--- src/hdl/pnz_pkg.sv ---
// -----------------------------------------------------------------------------
// pnz_pkg
// Shared constants, types and helpers for the 3D gradient noise pipeline.
// -----------------------------------------------------------------------------
package pnz_pkg;

    localparam int COORD_W        = 32;
    localparam int NOISE_W        = 16;
    localparam int DEF_COORD_FRAC = 16;
    localparam int DEF_OUT_FRAC   = 14;

    // Permutation table, 256 entries of 8 bits.
    localparam logic [7:0] PERM [256] = '{
        8'd151,8'd160,8'd137,8'd91,8'd90,8'd15,8'd131,8'd13,8'd201,8'd95,8'd96,8'd53,
        8'd194,8'd233,8'd7,8'd225,8'd140,8'd36,8'd103,8'd30,8'd69,8'd142,8'd8,8'd99,
        8'd37,8'd240,8'd21,8'd10,8'd23,8'd190,8'd6,8'd148,8'd247,8'd120,8'd234,8'd75,
        8'd0,8'd26,8'd197,8'd62,8'd94,8'd252,8'd219,8'd203,8'd117,8'd35,8'd11,8'd32,
        8'd57,8'd177,8'd33,8'd88,8'd237,8'd149,8'd56,8'd87,8'd174,8'd20,8'd125,8'd136,
        8'd171,8'd168,8'd68,8'd175,8'd74,8'd165,8'd71,8'd134,8'd139,8'd48,8'd27,8'd166,
        8'd77,8'd146,8'd158,8'd231,8'd83,8'd111,8'd229,8'd122,8'd60,8'd211,8'd133,8'd230,
        8'd220,8'd105,8'd92,8'd41,8'd55,8'd46,8'd245,8'd40,8'd244,8'd102,8'd143,8'd54,
        8'd65,8'd25,8'd63,8'd161,8'd1,8'd216,8'd80,8'd73,8'd209,8'd76,8'd132,8'd187,
        8'd208,8'd89,8'd18,8'd169,8'd200,8'd196,8'd135,8'd130,8'd116,8'd188,8'd159,8'd86,
        8'd164,8'd100,8'd109,8'd198,8'd173,8'd186,8'd3,8'd64,8'd52,8'd217,8'd226,8'd250,
        8'd124,8'd123,8'd5,8'd202,8'd38,8'd147,8'd118,8'd126,8'd255,8'd82,8'd85,8'd212,
        8'd207,8'd206,8'd59,8'd227,8'd47,8'd16,8'd58,8'd17,8'd182,8'd189,8'd28,8'd42,
        8'd223,8'd183,8'd170,8'd213,8'd119,8'd248,8'd152,8'd2,8'd44,8'd154,8'd163,8'd70,
        8'd221,8'd153,8'd101,8'd155,8'd167,8'd43,8'd172,8'd9,8'd129,8'd22,8'd39,8'd253,
        8'd19,8'd98,8'd108,8'd110,8'd79,8'd113,8'd224,8'd232,8'd178,8'd185,8'd112,8'd104,
        8'd218,8'd246,8'd97,8'd228,8'd251,8'd34,8'd242,8'd193,8'd238,8'd210,8'd144,8'd12,
        8'd191,8'd179,8'd162,8'd241,8'd81,8'd51,8'd145,8'd235,8'd249,8'd14,8'd239,8'd107,
        8'd49,8'd192,8'd214,8'd31,8'd181,8'd199,8'd106,8'd157,8'd184,8'd84,8'd204,8'd176,
        8'd115,8'd121,8'd50,8'd45,8'd127,8'd4,8'd150,8'd254,8'd138,8'd236,8'd205,8'd93,
        8'd222,8'd114,8'd67,8'd29,8'd24,8'd72,8'd243,8'd141,8'd128,8'd195,8'd78,8'd66,
        8'd215,8'd61,8'd156,8'd180
    };

    function automatic logic [7:0] perm_lookup(input logic [7:0] idx);
        perm_lookup = PERM[idx];
    endfunction

    // Hash and fraction data handed from front to back.
    typedef struct packed {
        logic [7:0]  h_aa;
        logic [7:0]  h_ba;
        logic [7:0]  h_ab;
        logic [7:0]  h_bb;
        logic [7:0]  h_aa1;
        logic [7:0]  h_ba1;
        logic [7:0]  h_ab1;
        logic [7:0]  h_bb1;
        logic [23:0] fx;
        logic [23:0] fy;
        logic [23:0] fz;
    } t_cell;

endpackage

--- src/hdl/pnz_fifo.sv ---
// -----------------------------------------------------------------------------
// pnz_fifo
// Small register queue between hash front end and arithmetic back end.
// -----------------------------------------------------------------------------
module pnz_fifo (
    input  logic           i_clk,
    input  logic           i_rst_n,
    input  logic           i_valid,
    output logic           o_ready,
    input  pnz_pkg::t_cell i_data,
    output logic           o_valid,
    input  logic           i_ready,
    output pnz_pkg::t_cell o_data
);
    import pnz_pkg::*;

    localparam int DEPTH = 4;

    t_cell      r_mem [DEPTH];
    logic [1:0] r_wp, r_rp;
    logic [2:0] r_cnt;
    logic       wr, rd;

    assign o_ready = (r_cnt != 3'(DEPTH));
    assign o_valid = (r_cnt != 3'd0);
    assign o_data  = r_mem[r_rp];
    assign wr      = i_valid && o_ready;
    assign rd      = o_valid && i_ready;

    // pointers and fill count
    always_ff @(posedge i_clk) begin
        if (!i_rst_n) begin
            r_wp  <= '0;
            r_rp  <= '0;
            r_cnt <= '0;
        end else begin
            if (wr) r_wp <= r_wp + 2'd1;
            if (rd) r_rp <= r_rp + 2'd1;
            r_cnt <= r_cnt + 3'(wr) - 3'(rd);
        end
    end

    always_ff @(posedge i_clk) begin
        if (wr) r_mem[r_wp] <= i_data;
    end

endmodule

--- config.mk ---
export PLATFORM = sky130hd
export DESIGN_NAME = pnz_fifo
export DESIGN_NICKNAME = d
export VERILOG_FILES = /design/src/hdl/pnz_pkg.sv /design/src/hdl/pnz_fifo.sv
export SDC_FILE = /design/constraint.sdc
export NUM_CORES = 1
export LEC_CHECK = 0
export ABC_AREA = 1
export BUFFER_PORTS_ARGS = -buffer_cell sky130_fd_sc_hd__buf_2
export CORE_MARGIN = 1.5
export CORE_UTILIZATION = 57
export CTS_CLUSTER_DIAMETER = 60
export CTS_CLUSTER_SIZE = 40
export DETAILED_ROUTE_END_ITERATION = 16
export PLACE_DENSITY_LB_ADDON = 0.2
export SETUP_SLACK_MARGIN = 0.2
export SYNTH_ARGS = -nofsm -noshare
export SYNTH_HDL_FRONTEND = slang
export SYNTH_SLANG_ARGS = --single-unit
--- constraint.sdc ---
create_clock -name i_clk -period 7.66 [get_ports i_clk]
set_input_delay 0.383 -clock i_clk [delete_from_list [all_inputs] [get_ports i_clk]]
set_output_delay 0.383 -clock i_clk [all_outputs]
set_load 0.01 [all_outputs]
==> results.md <==
- Final setup viols: 0
- Final Hold Vio Count: 0
- Sequential cell area fraction in the yosys report: 80.57%
- Seq cells post-synth: 553
- RSZ-0062 raised after global routing: no
- Leak: 8.485 nW
- Worst r2r src: r_cnt[1]
- Post-route ant nets: 0
- Hold depth: 1
- Post-synthesis net count: 1527
- Max Root-Sink Buffers: 3
- Drt wl/cell: 19.55 um
- EDFF count, synth: 544
- Top cell by count, worst path: buf_4
- Root buffer cell: clkbuf_16
- Post-Route WL: 43290 um
- Pre-CTS setup slack: 4.315 ns
- Distinct cells, synth: 18
- Initial antenna violation count: 5
- Num CTS Buffers: 31
- Combinational share of power: 23.4%
- Max Slew Vio Count: 0
- Synth-to-layout area growth: 18.90%
- Critical path class: reg2out
- Die Height: 192.6 um
- Hold Path Class: in2reg
- DP HPWL: 23890 um
- Worst-Margin Slew: 1.015 ns
- Synthesized cell area: 0.02050 mm^2
- Reported max-cap violation count: 0
- Fmax: 0.2663 GHz
- Worst r2r path cells: 6
- Post-synth top cells: edfxtp_1, nor2_1, o21ai_0, o22ai_1, clkbuf_1
- VDD IR-drop max: 0.2539 mV
- Slowest cell on crit path: buf_4
- Delay-heaviest family, CP: buffers and inverters
- # IOs: 278
- Std cell rows: 69
- Maximum number of pins on one net before global-route repair: 103
- Top-count cell post-synth: edfxtp_1
- Clock share of power: 25.7%
- Clock Latency Late Sink: 0.59 ns
- Via Count: 12520
- Yosys top cell by area: edfxtp_1
- PortBufs: 277
- WP data arrival: 3.37 ns
- CORE AREA: 0.03548 mm^2
- Clock-pin slew on the worst setup and hold paths: 0.10 ns
- Psw: 2.307 mW
- CTS tree: yes
- TNS Setup: 0 ns
- Worst hold path startpoint: i_data[10]
- Clock skew: 0.01565 ns
- Die Wd: 192.6 um
- Final worst slack: 3.905 ns
- NumNets Final: 1871
- Worst EP required: 7.28 ns
- Clock Sinks: 553
- Vias in the first global route: 12330
- Final worst-path cycle share: 49.02%
- Share of post-route cells with drive strength above 1: 20.59%
- First-pass GRT wire length: 65760 um
- CP Max Fanout: 82
- Rel. slew slack: 32.33%
- Total chip power: 7.419 mW
- Initial DRC Count: 1131
- Synthesized area per cell: 14.85 um^2
- Int Power: 5.113 mW
- Async S/R FF share, synth: 0%
- PwrDens: 304.4 mW/mm^2
- Synth warn: 0
- Crit path buffers/inverters: 3
- Top-area cell type share of the netlist area: 79.69%
- Reg-to-reg endpoint: r_mem[1][81]
- Avg Vias per Cell: 5.654
- GP Congestion: 0.7313
- R2R setup slack: 4.36 ns
- Main synth FF type: edfxtp_1
- CP cell instances: buf_4, buf_4, o21ai_0, o22ai_1, buf_2
- CP endpoint kind: output pin
- Die Footprint: 0.03711 mm^2
- CP peak stage delay: 0.77 ns
- DRC Markers: 0
- Initial Util: 57.77%
- Sw frac: 31.09%
- Synth top area cells: edfxtp_1, o21ai_0, nor2_1, o22ai_1, clkbuf_1
- Total GRT Usage: 22.95%
- Status: finished clean
- First drt pass iteration count: 5
- Fin crit period: 3.755 ns
- Fill count: 2387
- Gr ovfl total: 0
- Post-CTS Setup Bufs: 0
- Hold Path Sink: r_mem[2][10]
- Reg power frac: 50.8%
- Cells after Synth: 1380
- H-tree lvl count: 1
- Post-cts gate resize count: 0
- Critical Path Source Type: flop
power by group through the flow:
| stage | clock network [mW] | registers, mW | logic [mW] |
|---|---|---|---|
| 2_1_floorplan | 0 | 3.87 | 1.04 |
| 3_3_place_gp | 0 | 3.83 | 1.67 |
| 3_5_place_dp | 0 | 3.84 | 1.70 |
| 4_1_cts | 1.94 | 3.77 | 1.76 |
| 5_1_grt | 2.04 | 3.80 | 1.93 |
| 6_report | 1.91 | 3.77 | 1.74 |
sequential cells by signal, indices dropped and copies added, names as in the netlist, named ones only:
| signal | cells |
|---|---|
| r_wp | 2 |
| r_cnt | 3 |
| r_mem | 544 |
| r_rp | 2 |
worst max-delay path by stage:
stage	from	endpoint	slack (ns)	cells past startpoint
6_report	flop	o_data[2]	3.90	5
5_1_grt	flop	o_data[50]	3.68	5
4_1_cts	flop	o_data[2]	3.91	5
3_5_place_dp	r_cnt[1]	r_mem[1][76]	4.31	6
3_3_place_gp	r_cnt[1]	r_mem[2][104]	4.37	6
2_1_floorplan	r_cnt[1]	r_mem[0][0]	0.58	4
worst reg2reg max path, delay by kind of cell, from the launching register on:
kind | cells | cell delay (ns)
buffers and inverters | 2 | 1.27
DFF | 1 | 0.40
and+or+nand+nor | 4 | 1.21
cell usage in the layout, fill, tap and decap left out, types with 5 or more instances in the layout:
| cell type | instances |
|---|---|
| inv_1 | 14 |
| nand2_1 | 13 |
| inv_8 | 5 |
| o21ai_0 | 266 |
| ha_1 | 6 |
| clkbuf_16 | 31 |
| dlygate4sd3_1 | 105 |
| nor2_1 | 280 |
| o22ai_1 | 136 |
| buf_2 | 277 |
| edfxtp_1 | 544 |
| buf_4 | 18 |
| o21ai_1 | 7 |
| inv_6 | 5 |
| dfxtp_1 | 7 |
| diode_2 | 5 |
per-stage QoR:
stage | util, % | hold WS, ns | instances | instance area [um^2]
after floorplan | - | 0.4481 | 1380 | 20500
after CTS | 68.66 | 0.0001156 | 2209 | 24360
after global routing | 68.68 | 0.0004662 | 2212 | 24370
final | 68.69 | 0.01976 | 2214 | 24370
after global placement | 62.56 | 0.4611 | 2047 | 22200
after detailed placement | 62.56 | 0.4757 | 2047 | 22200
metal layers:
| layer | global-route usage (%) | vias to the layer above | share of wire, % |
|---|---|---|---|
| met3 | 5.528 | 62 | 7.4 |
| met2 | 38.20 | 378 | 49 |
| met5 | 0 | - | 0.028 |
| met4 | 5.993 | 2 | 2.3 |
| met1 | 30.54 | 6189 | 41 |
| li1 | - | 5886 | - |
cell type report:
class                   count  area (um^2)  area share (%)
clock buffers              31        775.7           3.183
flip-flops and latches    553        16520           67.79
diodes                      5        12.51         0.05133
repair buffers            400         2572           10.55
clock inverters            26        339.1           1.391
multi-input cells         722         3507           14.39
inverters                  16        67.56          0.2772
well taps                 461        576.8           2.366
kinds of logic after synthesis:
| group | Yosys count | share of synthesized area, % |
|---|---|---|
| AND/OR/NAND/NOR | 300 | 5.511 |
| AO/OA/AOI/OAI | 415 | 10.99 |
| buffers and inverters | 105 | 2.472 |
| flip-flops | 553 | 80.57 |
| adder cells (fa/ha/maj) | 7 | 0.4639 |
what timing repair did:
action | 4_1_cts | 5_1_grt
endpoints found under the hold margin | 406 | 0
hold buffers | 105 | 0
endpoints found under the setup margin | 0 | 0
(Power assumes the default switching activity.)
